<file path="src/framed_packet_receiver_crc16_core_macros.svh">
// Assertion macros for the framed packet receiver core.
// Used by the top level only; the clock and reset names are fixed by the core.
`ifndef FRAMED_PACKET_RECEIVER_CRC16_CORE_MACROS_SVH
`define FRAMED_PACKET_RECEIVER_CRC16_CORE_MACROS_SVH

`ifndef SYNTH
// Checks that prop holds at every clock edge out of reset.
`define FPRC_ASSERT(label, prop) \
    label: assert property (@(posedge i_clk) disable iff (!i_rst_n) (prop)) \
        else $error("fprc assertion failed");
// Checks that cons holds in the cycle after ante.
`define FPRC_ASSERT_NEXT(label, ante, cons) \
    label: assert property (@(posedge i_clk) disable iff (!i_rst_n) (ante) |=> (cons)) \
        else $error("fprc assertion failed");
`else
`define FPRC_ASSERT(label, prop)
`define FPRC_ASSERT_NEXT(label, ante, cons)
`endif

`endif

</file>
<file path="src/fprc_pkg.sv">
// Shared types, constants and the CRC-16 byte update for the packet receiver.
// No dependencies; used by fprc_out_skid and the top level.
`timescale 1ns / 1ps

package fprc_pkg;

    localparam int          MAX_PAYLOAD = 256;
    localparam logic [15:0] MAX_PAYLOAD_W = 16'(MAX_PAYLOAD);
    localparam int          HDR_LEN     = 11;
    localparam logic [3:0]  HDR_LAST    = 4'(HDR_LEN - 1);

    localparam logic [15:0] CRC_POLY = 16'h1021;
    localparam logic [15:0] CRC_INIT = 16'hFFFF;

    // Configuration register indexes.
    localparam logic [1:0] CFG_SOF_FIRST   = 2'd0;
    localparam logic [1:0] CFG_SOF_SECOND  = 2'd1;
    localparam logic [1:0] CFG_VERSION     = 2'd2;
    localparam logic [1:0] CFG_PAY_LIMIT   = 2'd3;

    typedef struct packed {
        logic        is_frame_end;
        logic [7:0]  payload_byte;
        logic [7:0]  payload_index;
        logic        crc_good;
        logic [7:0]  source_id;
        logic [7:0]  dest_id;
        logic [7:0]  frame_type;
        logic [15:0] command_word;
        logic [15:0] message_id;
        logic [8:0]  payload_length;
    } t_result;

    // CRC-16/CCITT-FALSE over one byte, MSB first.
    function automatic logic [15:0] crc16_byte(input logic [15:0] crc, input logic [7:0] b);
        logic [15:0] c;
        c = crc ^ {b, 8'h00};
        for (int k = 0; k < 8; k++) begin
            c = c[15] ? ({c[14:0], 1'b0} ^ CRC_POLY) : {c[14:0], 1'b0};
        end
        return c;
    endfunction

endpackage

</file>
<file path="src/fprc_out_skid.sv">
// Two-entry output buffer (output register plus skid register) for result items.
// Depends on fprc_pkg for the result type.
`timescale 1ns / 1ps

module fprc_out_skid (
    input  logic             i_clk,
    input  logic             i_rst_n,
    input  logic             i_push,
    input  fprc_pkg::t_result i_data,
    output logic             o_full,
    output logic             o_valid,
    output fprc_pkg::t_result o_data,
    input  logic             i_stall
);

    logic              r_out_valid;
    logic              r_skid_valid;
    fprc_pkg::t_result r_out;
    fprc_pkg::t_result r_skid;
    logic              take;

    assign take    = r_out_valid && !i_stall;
    assign o_valid = r_out_valid;
    assign o_data  = r_out;
    assign o_full  = r_skid_valid;

    always_ff @(posedge i_clk) begin
        if (!i_rst_n) begin
            r_out_valid  <= 1'b0;
            r_skid_valid <= 1'b0;
        end else if (r_skid_valid) begin
            // Upstream is held off while the skid register is occupied.
            if (take) begin
                r_skid_valid <= 1'b0;
            end
        end else if (i_push) begin
            if (!r_out_valid || take) begin
                r_out_valid <= 1'b1;
            end else begin
                r_skid_valid <= 1'b1;
            end
        end else if (take) begin
            r_out_valid <= 1'b0;
        end
    end

    always_ff @(posedge i_clk) begin
        if (r_skid_valid) begin
            if (take) begin
                r_out <= r_skid;
            end
        end else if (i_push) begin
            if (!r_out_valid || take) begin
                r_out <= i_data;
            end else begin
                r_skid <= i_data;
            end
        end
    end

endmodule

</file>
<file path="src/framed_packet_receiver_crc16_core.sv">
// Framed packet receiver: one byte per cycle in while o_stall is low, payload and frame-end items out.
// A result is registered into the output buffer (output or skid register) when its byte is transferred.
// Throughput: one byte per cycle while o_stall is low; the CRC update and parse step are combinational.
// A two-entry output buffer lets one result wait while the next byte is taken.
// Reset (synchronous, active low) restores the default markers, version and limit,
// and puts the parser back to hunting the first start byte.
`timescale 1ns / 1ps
`include "framed_packet_receiver_crc16_core_macros.svh"

module framed_packet_receiver_crc16_core (
    input  logic        i_clk,
    input  logic        i_rst_n,
    // byte input
    input  logic        i_valid,
    input  logic [7:0]  i_rx_byte,
    output logic        o_stall,
    // result output
    output logic        o_valid,
    input  logic        i_stall,
    output logic        o_is_frame_end,
    output logic [7:0]  o_payload_byte,
    output logic [7:0]  o_payload_index,
    output logic        o_crc_good,
    output logic [7:0]  o_source_id,
    output logic [7:0]  o_dest_id,
    output logic [7:0]  o_frame_type,
    output logic [15:0] o_command_word,
    output logic [15:0] o_message_id,
    output logic [8:0]  o_payload_length,
    // configuration
    input  logic        i_cfg_valid,
    output logic        o_cfg_ready,
    input  logic [1:0]  i_cfg_index,
    input  logic [8:0]  i_cfg_data
);

    typedef enum logic [2:0] {
        PH_SOF1 = 3'd0,
        PH_SOF2 = 3'd1,
        PH_HDR  = 3'd2,
        PH_DATA = 3'd3,
        PH_CRC  = 3'd4
    } t_phase;

    logic [7:0]  r_sof_first;
    logic [7:0]  r_sof_second;
    logic [7:0]  r_version;
    logic [8:0]  r_pay_limit;

    t_phase      r_phase,   n_phase;
    logic [7:0]  r_hdr [fprc_pkg::HDR_LEN];
    logic [3:0]  r_hdr_cnt, n_hdr_cnt;
    logic [8:0]  r_pay_cnt, n_pay_cnt;
    logic [15:0] r_crc,     n_crc;
    logic [7:0]  r_crc_lo,  n_crc_lo;
    logic        r_crc_cnt, n_crc_cnt;

    logic              accept;
    logic              push;
    fprc_pkg::t_result res;
    fprc_pkg::t_result out_data;
    logic              skid_full;
    logic [15:0]       crc_upd;
    logic [15:0]       hdr_len;
    logic [15:0]       new_len;
    logic [15:0]       eff_limit;
    logic [8:0]        pay_cnt_inc;

    assign o_cfg_ready = 1'b1;
    assign o_stall     = skid_full;
    assign accept      = i_valid && !skid_full;

    assign crc_upd     = fprc_pkg::crc16_byte(r_crc, i_rx_byte);
    assign hdr_len     = {r_hdr[10], r_hdr[9]};
    assign new_len     = {i_rx_byte, r_hdr[9]};
    assign eff_limit   = ({7'd0, r_pay_limit} > fprc_pkg::MAX_PAYLOAD_W)
                         ? fprc_pkg::MAX_PAYLOAD_W : {7'd0, r_pay_limit};
    assign pay_cnt_inc = r_pay_cnt + 9'd1;

    always_ff @(posedge i_clk) begin
        if (!i_rst_n) begin
            r_sof_first  <= 8'hAA;
            r_sof_second <= 8'h55;
            r_version    <= 8'h01;
            r_pay_limit  <= 9'd256;
        end else if (i_cfg_valid) begin
            case (i_cfg_index)
                fprc_pkg::CFG_SOF_FIRST:  r_sof_first  <= i_cfg_data[7:0];
                fprc_pkg::CFG_SOF_SECOND: r_sof_second <= i_cfg_data[7:0];
                fprc_pkg::CFG_VERSION:    r_version    <= i_cfg_data[7:0];
                fprc_pkg::CFG_PAY_LIMIT:  r_pay_limit  <= i_cfg_data;
                default: ;
            endcase
        end
    end

    always_comb begin
        n_phase   = r_phase;
        n_hdr_cnt = r_hdr_cnt;
        n_pay_cnt = r_pay_cnt;
        n_crc     = r_crc;
        n_crc_lo  = r_crc_lo;
        n_crc_cnt = r_crc_cnt;
        push      = 1'b0;
        res       = '0;
        case (r_phase)
            PH_SOF2: begin
                if (i_rx_byte == r_sof_second) begin
                    n_phase   = PH_HDR;
                    n_hdr_cnt = 4'd0;
                    n_crc     = fprc_pkg::CRC_INIT;
                end else begin
                    n_phase   = PH_SOF1;
                    n_hdr_cnt = 4'd0;
                    n_pay_cnt = 9'd0;
                    n_crc     = fprc_pkg::CRC_INIT;
                    n_crc_lo  = 8'd0;
                    n_crc_cnt = 1'b0;
                end
            end
            PH_HDR: begin
                n_hdr_cnt = r_hdr_cnt + 4'd1;
                n_crc     = crc_upd;
                if (r_hdr_cnt == fprc_pkg::HDR_LAST) begin
                    if (r_hdr[0] != r_version || new_len > eff_limit) begin
                        n_phase   = PH_SOF1;
                        n_hdr_cnt = 4'd0;
                        n_pay_cnt = 9'd0;
                        n_crc     = fprc_pkg::CRC_INIT;
                        n_crc_lo  = 8'd0;
                        n_crc_cnt = 1'b0;
                    end else begin
                        n_pay_cnt = 9'd0;
                        n_crc_cnt = 1'b0;
                        n_phase   = (new_len == 16'd0) ? PH_CRC : PH_DATA;
                    end
                end
            end
            PH_DATA: begin
                n_crc             = crc_upd;
                push              = 1'b1;
                res.payload_byte  = i_rx_byte;
                res.payload_index = r_pay_cnt[7:0];
                n_pay_cnt         = pay_cnt_inc;
                if ({7'd0, pay_cnt_inc} == hdr_len) begin
                    n_phase   = PH_CRC;
                    n_crc_cnt = 1'b0;
                end
            end
            PH_CRC: begin
                if (!r_crc_cnt) begin
                    n_crc_lo  = i_rx_byte;
                    n_crc_cnt = 1'b1;
                end else begin
                    push               = 1'b1;
                    res.is_frame_end   = 1'b1;
                    res.crc_good       = (r_crc == {i_rx_byte, r_crc_lo});
                    res.source_id      = r_hdr[1];
                    res.dest_id        = r_hdr[2];
                    res.frame_type     = r_hdr[3];
                    res.command_word   = {r_hdr[8], r_hdr[7]};
                    res.message_id     = {r_hdr[6], r_hdr[5]};
                    res.payload_length = hdr_len[8:0];
                    n_phase   = PH_SOF1;
                    n_hdr_cnt = 4'd0;
                    n_pay_cnt = 9'd0;
                    n_crc     = fprc_pkg::CRC_INIT;
                    n_crc_lo  = 8'd0;
                    n_crc_cnt = 1'b0;
                end
            end
            default: begin
                // Hunting the first marker; unused phase codes land here too.
                n_phase = (i_rx_byte == r_sof_first) ? PH_SOF2 : PH_SOF1;
            end
        endcase
    end

    always_ff @(posedge i_clk) begin
        if (!i_rst_n) begin
            r_phase   <= PH_SOF1;
            r_hdr_cnt <= 4'd0;
            r_pay_cnt <= 9'd0;
            r_crc     <= fprc_pkg::CRC_INIT;
            r_crc_lo  <= 8'd0;
            r_crc_cnt <= 1'b0;
        end else if (accept) begin
            r_phase   <= n_phase;
            r_hdr_cnt <= n_hdr_cnt;
            r_pay_cnt <= n_pay_cnt;
            r_crc     <= n_crc;
            r_crc_lo  <= n_crc_lo;
            r_crc_cnt <= n_crc_cnt;
        end
    end

    // The header counter stays below the header length while in the header phase.
    always_ff @(posedge i_clk) begin
        if (accept && r_phase == PH_HDR) begin
            r_hdr[r_hdr_cnt] <= i_rx_byte;
        end
    end

    fprc_out_skid u_out (
        .i_clk   (i_clk),
        .i_rst_n (i_rst_n),
        .i_push  (accept && push),
        .i_data  (res),
        .o_full  (skid_full),
        .o_valid (o_valid),
        .o_data  (out_data),
        .i_stall (i_stall)
    );

    assign o_is_frame_end   = out_data.is_frame_end;
    assign o_payload_byte   = out_data.payload_byte;
    assign o_payload_index  = out_data.payload_index;
    assign o_crc_good       = out_data.crc_good;
    assign o_source_id      = out_data.source_id;
    assign o_dest_id        = out_data.dest_id;
    assign o_frame_type     = out_data.frame_type;
    assign o_command_word   = out_data.command_word;
    assign o_message_id     = out_data.message_id;
    assign o_payload_length = out_data.payload_length;

    `FPRC_ASSERT(a_stall_needs_result, !o_stall || o_valid)
    `FPRC_ASSERT_NEXT(a_push_shows_result, accept && push, o_valid)
    `FPRC_ASSERT(a_hdr_cnt_range, r_phase != PH_HDR || r_hdr_cnt < 4'd11)
    `FPRC_ASSERT(a_pay_cnt_below_len, r_phase != PH_DATA || 16'(r_pay_cnt) < hdr_len)

endmodule

</file>
<file path="config.mk">
export PLATFORM = sky130hd
export DESIGN_NAME = framed_packet_receiver_crc16_core
export DESIGN_NICKNAME = d
export VERILOG_FILES = /design/src/fprc_pkg.sv /design/src/fprc_out_skid.sv /design/src/framed_packet_receiver_crc16_core.sv
export VERILOG_INCLUDE_DIRS = /design/src /design/src/src
export SDC_FILE = /design/constraint.sdc
export NUM_CORES = 1
export LEC_CHECK = 0
export BUFFER_PORTS_ARGS = -buffer_cell sky130_fd_sc_hd__buf_4
export CORE_UTILIZATION = 55
export CTS_CLUSTER_DIAMETER = 100
export DETAILED_ROUTE_END_ITERATION = 12
export PLACE_DENSITY = 0.79
export SETUP_SLACK_MARGIN = 0.05
export SYNTH_ARGS = -nofsm -noshare
export SYNTH_HDL_FRONTEND = slang
export SYNTH_SLANG_ARGS = --single-unit
</file>
<file path="constraint.sdc">
create_clock -name i_clk -period 15.9 [get_ports i_clk]
set_input_delay 3.18 -clock i_clk [delete_from_list [all_inputs] [get_ports i_clk]]
set_output_delay 3.18 -clock i_clk [all_outputs]
set_load 0.02 [all_outputs]
</file>
* After elaboration in Yosys (flattened, before gate mapping)
Memories as Yosys holds them, arrays and structs flattened.
Index checks and enable logic that the tools add are counted.
W data, S select, Z words.
** Word-level totals
- Register bits after elaboration :: 242
- RAM bits :: 88
- Bits of input ports :: 24
- Output and inout bits :: 86
- Memories :: 1
** Memory list
- r_hdr :: words 11, bits a word 8, rd ports 10, clocked after Yosys merged registers in 0, write ports 1, RTL line framed_packet_receiver_crc16_core.sv:51 : logic [7:0] r_hdr [fprc_pkg::HDR_LEN];
** Operators by class
- $add $sub $neg :: 2
- Magnitude comparators :: 2
- Equality and inequality tests :: 20
- Muxes and demuxes :: 58
- Bitwise gates (word level) :: 11
- Reduce and logical (&&, ||, !) cells :: 29
** Operators with widths (number)
- $mux W83 :: 4
- $mux W66 :: 2
- $mux W13 :: 8
- $mux W16 :: 4
- $pmux W16 S4 :: 1
- $mux W9 :: 4
- $pmux W9 S4 :: 1
- $mux W8 :: 4
- $not A3 Y3 :: 8
- $pmux W8 S3 :: 1
- $eq A16 B16 Y1 :: 1
- $eq A8 B8 Y1 :: 2
- $eq A9 B16 Y1 :: 1
- $gt A16 B9 Y1 :: 1
- $logic_not A16 Y1 :: 1
- $mux W1 :: 16
- $xor A16 B16 Y16 :: 1
- $mux W3 :: 5
- $reduce_and A3 Y1 :: 5
- $reduce_and A5 Y1 :: 3
- $ne A2 B2 Y1 const B :: 7
- $mux W4 :: 3
- $pmux W3 S4 :: 1
- $pmux W4 S3 :: 1
- other kinds (23) :: 37

* Logic depth before layout (Yosys ltp)
- Word-level depth :: 20
- Depth in mapped cells :: 10
- Depth with buffers taken out :: 9

* Hierarchy
From an unflattened synthesis, not the netlist that was laid out.
** Second synthesis, totals
- Cell total of the unflattened synthesis :: 955
- Area total of the unflattened synthesis :: 13355.3 sq um
** Modules (own cells, without submodules)
- framed_packet_receiver_crc16_core :: instances 1, cells each 683, area an instance 7158.1 sq um, seq. area each 3883.7 sq um
- fprc_out_skid :: instances 1, cells each 272, area an instance 6197.2 sq um, seq. area each 5024.8 sq um

* Least setup slack after synthesis
No wires, ideal clock.
- Path kind :: input-to-reg
- Start :: input i_valid
- End :: register u_out.r_out (netlist bit u_out.o_data[0]), enable pin
- Setup time :: 0.552 ns
- Arrival time :: 7.603 ns
- Data required time :: 15.348 ns
- Setup slack :: 7.745 ns
- Stages :: 4
- Path buffers :: 0
- Path through :: nand2b_1 -> a21oi_1 -> a21oi_1 -> a21oi_1
** Between the ends
- Word-level cells in the longest chain between the ends :: 4
** RTL lines
- from (decl) :: RTL line framed_packet_receiver_crc16_core.sv:14 : input logic i_valid,
- $logic_and A1 B1 Y1 :: RTL line framed_packet_receiver_crc16_core.sv:71 : assign accept = i_valid && !skid_full;
- $logic_and A1 B1 Y1 :: RTL line framed_packet_receiver_crc16_core.sv:207 : .i_push (accept && push),
- $reduce_bool A2 Y1 (no source line)
- $reduce_and A3 Y1 (no source line)
- to (signal assigned) :: RTL line fprc_out_skid.sv:50 : r_out <= r_skid;
- to (signal assigned) :: RTL line fprc_out_skid.sv:54 : r_out <= i_data;
- to (decl) :: RTL line fprc_out_skid.sv:18 : fprc_pkg::t_result r_out;
Every way passes these cells.
A chain may end at the register's enable or synchronous reset.

* Worst setup path after layout
- Start :: input i_rx_byte[0]
- End :: register r_crc[2]
** Between the ends
- Word-level cells in the longest chain between the ends :: 5
** RTL lines
- from (decl) :: RTL line framed_packet_receiver_crc16_core.sv:15 : input logic [7:0] i_rx_byte,
- $gt A16 B9 Y1 :: RTL line framed_packet_receiver_crc16_core.sv:125 : if (r_hdr[0] != r_version || new_len > eff_limit) begin
- $logic_or A1 B1 Y1 :: RTL line framed_packet_receiver_crc16_core.sv:125
- $mux W16 :: RTL line framed_packet_receiver_crc16_core.sv:125
- $mux W16 :: RTL line framed_packet_receiver_crc16_core.sv:124 : if (r_hdr_cnt == fprc_pkg::HDR_LAST) begin
- $pmux W16 S4 :: RTL line framed_packet_receiver_crc16_core.sv:106 : case (r_phase)
- to (signal assigned) :: RTL line framed_packet_receiver_crc16_core.sv:184 : r_crc <= fprc_pkg::CRC_INIT;
- to (signal assigned) :: RTL line framed_packet_receiver_crc16_core.sv:191 : r_crc <= n_crc;
- to (decl) :: RTL line framed_packet_receiver_crc16_core.sv:54 : logic [15:0] r_crc, n_crc;
Every way passes these cells.

==> flow_metrics.tcl <==
set metrics [dict create \
    outcome "finished, final reports clean" \
    crit_path_end_kind "flip-flop" \
    holdWs_ns 0.455 \
    rows 56 \
    min_path_type "flip-flop to flip-flop" \
    hpwlAfterDp_um 16800 \
    setup_viol 0 \
    syn_to_final_growth_pct 15.7 \
    yosys.area.top_type "edfxtp_1" \
    required_ns 16.32 \
    die_area_sq_um 25000 \
    critPathLaunchType "input pin" \
    reg2reg_slack_ns 12.96 \
    ctsRootBufferMaster "clkbuf_16" \
    synth_common_cells "246 x edfxtp_1, 88 x nand2_1, 86 x and2_1, 79 x mux2_2, 76 x dfxtp_1" \
    grt_pass1_wl_um 40900 \
    core_sq_um 23700 \
    synth_edf_count 246 \
    fp.dieH_um 158 \
    crit_arrival_ns 5.16 \
    wire_per_inst_um 18.7 \
    synth_nets 1026 \
    cp_max_fo 17 \
    rsz0062_at_grt "false" \
    grt_usage_pct 21.5 \
    drv_slew 0 \
    startpoint "i_rx_byte[0]" \
    p_per_area_nw_per_um2 113 \
    synth.avg_cell_area_sq_um 13.6 \
    slew_headroom_pct 32.7 \
    synth_area_sq_um 13400 \
    r2r_cells 5 \
    period_needed_ns 4.74 \
    antenna_found_initial 0 \
    fin_crit_sh_pct 29.8 \
    floorplan.initialDensity_pct 56.5 \
    clk_pin_slew_ns 0.06 \
    max_freq_mhz 211 \
    fin_skew_ns 0.0108 \
    dr.pass1.iters 5 \
    async_flop_share_pct 0 \
    netlist.area_leader.share_pct 55.2 \
    drive_gt1_share_pct 23.7 \
    layout.nets 1120 \
    drc 0 \
    dr.first_iter.drc_count 572 \
    synth_cell_types 66 \
    ys_seq_elements 322 \
    cp-endpoint "r_crc[2]" \
    final_antenna_net_count 0 \
    pin_count 110 \
    grt_pass1_vias 7551 \
    vias 7970 \
    fin_setup_tns_ns 0 \
    ctsResizeCount 0 \
    overflow 0 \
    grt_max_degree 75 \
    io_buffer_count 108 \
    gp_congestion 0.861 \
    post-route-util_pct 65.4 \
    post-place-ws_ns 10.61 \
    reg2reg_from "r_phase[2]" \
    cts_tree "yes" \
    yosysSeqAreaShare_pct 66.5 \
    synth-main-ff-cell "edfxtp_1" \
    chipWidth_um 158 \
    ys_top_cells_by_area "edfxtp_1 55%, dfxtp_1 11%, mux2_2 6.6%" \
    yosysWarnings 0 \
    maxCapViolCount 0 \
    setup_ws_ns 11.16 \
    rr_endpoint "u_out.r_skid[16]" \
    worst_pin_slew_ns 1.01 \
    path_class "input pin to flip-flop" \
    cts_made_buffers 31 \
    routed_wl_um 26700 \
    clockBufferDepth 3 \
    yosysMostFrequentCell "edfxtp_1" \
    post_cts_buffers 0 \
    syn_inst 988 \
    p_leak_uw 0.00542 \
    holdBufCountCts 0 \
    irDropWorstVdd_mv 0.107 \
    insertion_delay_ns 0.57 \
    vias_per_cell 5.59 \
    htree_levels 1 \
    report.final.hold_viol_count 0 \
    cts_sinks 322 \
    fillers 1746 \
    antennaDiodeCount 0 \
]
-- layer usage --
metal	part of all wire, %	track usage [%]	vias up
met5	0	0	-
met4	2.3	6.73	0
met3	6.0	2.85	52
met2	49	36.2	296
met1	43	29.2	3857
li1	-	-	3765
-- layout make-up --
class	instances	area, sq um	share of cell area [%]
flip-flops and latches	322	8910	57.5
multi-input cells	601	4220	27.2
repair buffers	113	848	5.47
clock buffers	41	833	5.38
well taps	319	399	2.58
clock inverters	17	233	1.50
inverters	13	48.8	0.315
-- worst min path at each step --
stage / start / to / slack, ns / depth (start not counted)
floorplan: r_pay_limit[0] / r_pay_limit[0] / 0.43 / 2
global placement: r_pay_limit[0] / r_pay_limit[0] / 0.44 / 2
detailed placement: r_pay_limit[0] / r_pay_limit[0] / 0.45 / 2
CTS: r_pay_limit[0] / r_pay_limit[0] / 0.46 / 2
global route: r_pay_limit[0] / r_pay_limit[0] / 0.48 / 2
finish: r_pay_limit[0] / r_pay_limit[0] / 0.46 / 2
-- state kept, by name (all words and copies together), names as in the netlist --
register,count
r_crc,16
r_crc_cnt,1
r_crc_lo,8
r_hdr,80
r_hdr_cnt,4
r_pay_cnt,9
r_pay_limit,9
r_phase,3
r_sof_first,8
r_sof_second,8
r_version,8
u_out.o_data,83
u_out.o_full,1
u_out.o_valid,1
u_out.r_skid,83
-- per-stage QoR --
step	total power [uW]	cell area, sq um	std cells
2_1_floorplan	988	13400	988
3_3_place_gp	1010	14400	1368
3_5_place_dp	1020	14400	1368
4_1_cts	1770	15500	1426
5_1_grt	1810	15500	1426
6_report	1760	15500	1426
-- where the power goes --
part	switching (uW)	internal, uW
sequential	8.14	908
combinational	53.6	29.5
clock	307	452
total	369	1390
-- cells by family after synthesis --
kind of cell             after synthesis  share of synthesized area, %
other                                  1                        0.0280
AO/OA/AOI/OAI                        106                          4.78
multiplexers                         104                          8.51
AND/OR/NAND/NOR                      310                          12.5
adder cells (fa/ha/maj)               14                          1.31
buffers and inverters                 65                          2.06
flip-flops                           322                          66.5
XOR/XNOR                              66                          4.32
-- critical path, cell delays in order --
cell	delay, ns
buf_4	0.19
ha_1	0.26
a211oi_1	0.32
o211ai_1	0.15
o221a_2	0.17
a21oi_1	0.16
o311a_1	0.56
a21oi_1	0.14
-- cell usage in the layout (no fill, tap or decap), types with 25 or more instances in the layout --
cell,count
xnor2_1,39
and2_1,86
nor2_1,44
buf_4,113
nand2_1,88
mux2_2,79
dfxtp_1,75
clkbuf_16,31
edfxtp_1,246
xor2_1,27
mux2i_1,25
a21oi_1,52
No activity file was read; power rests on OpenSTA's default activity.
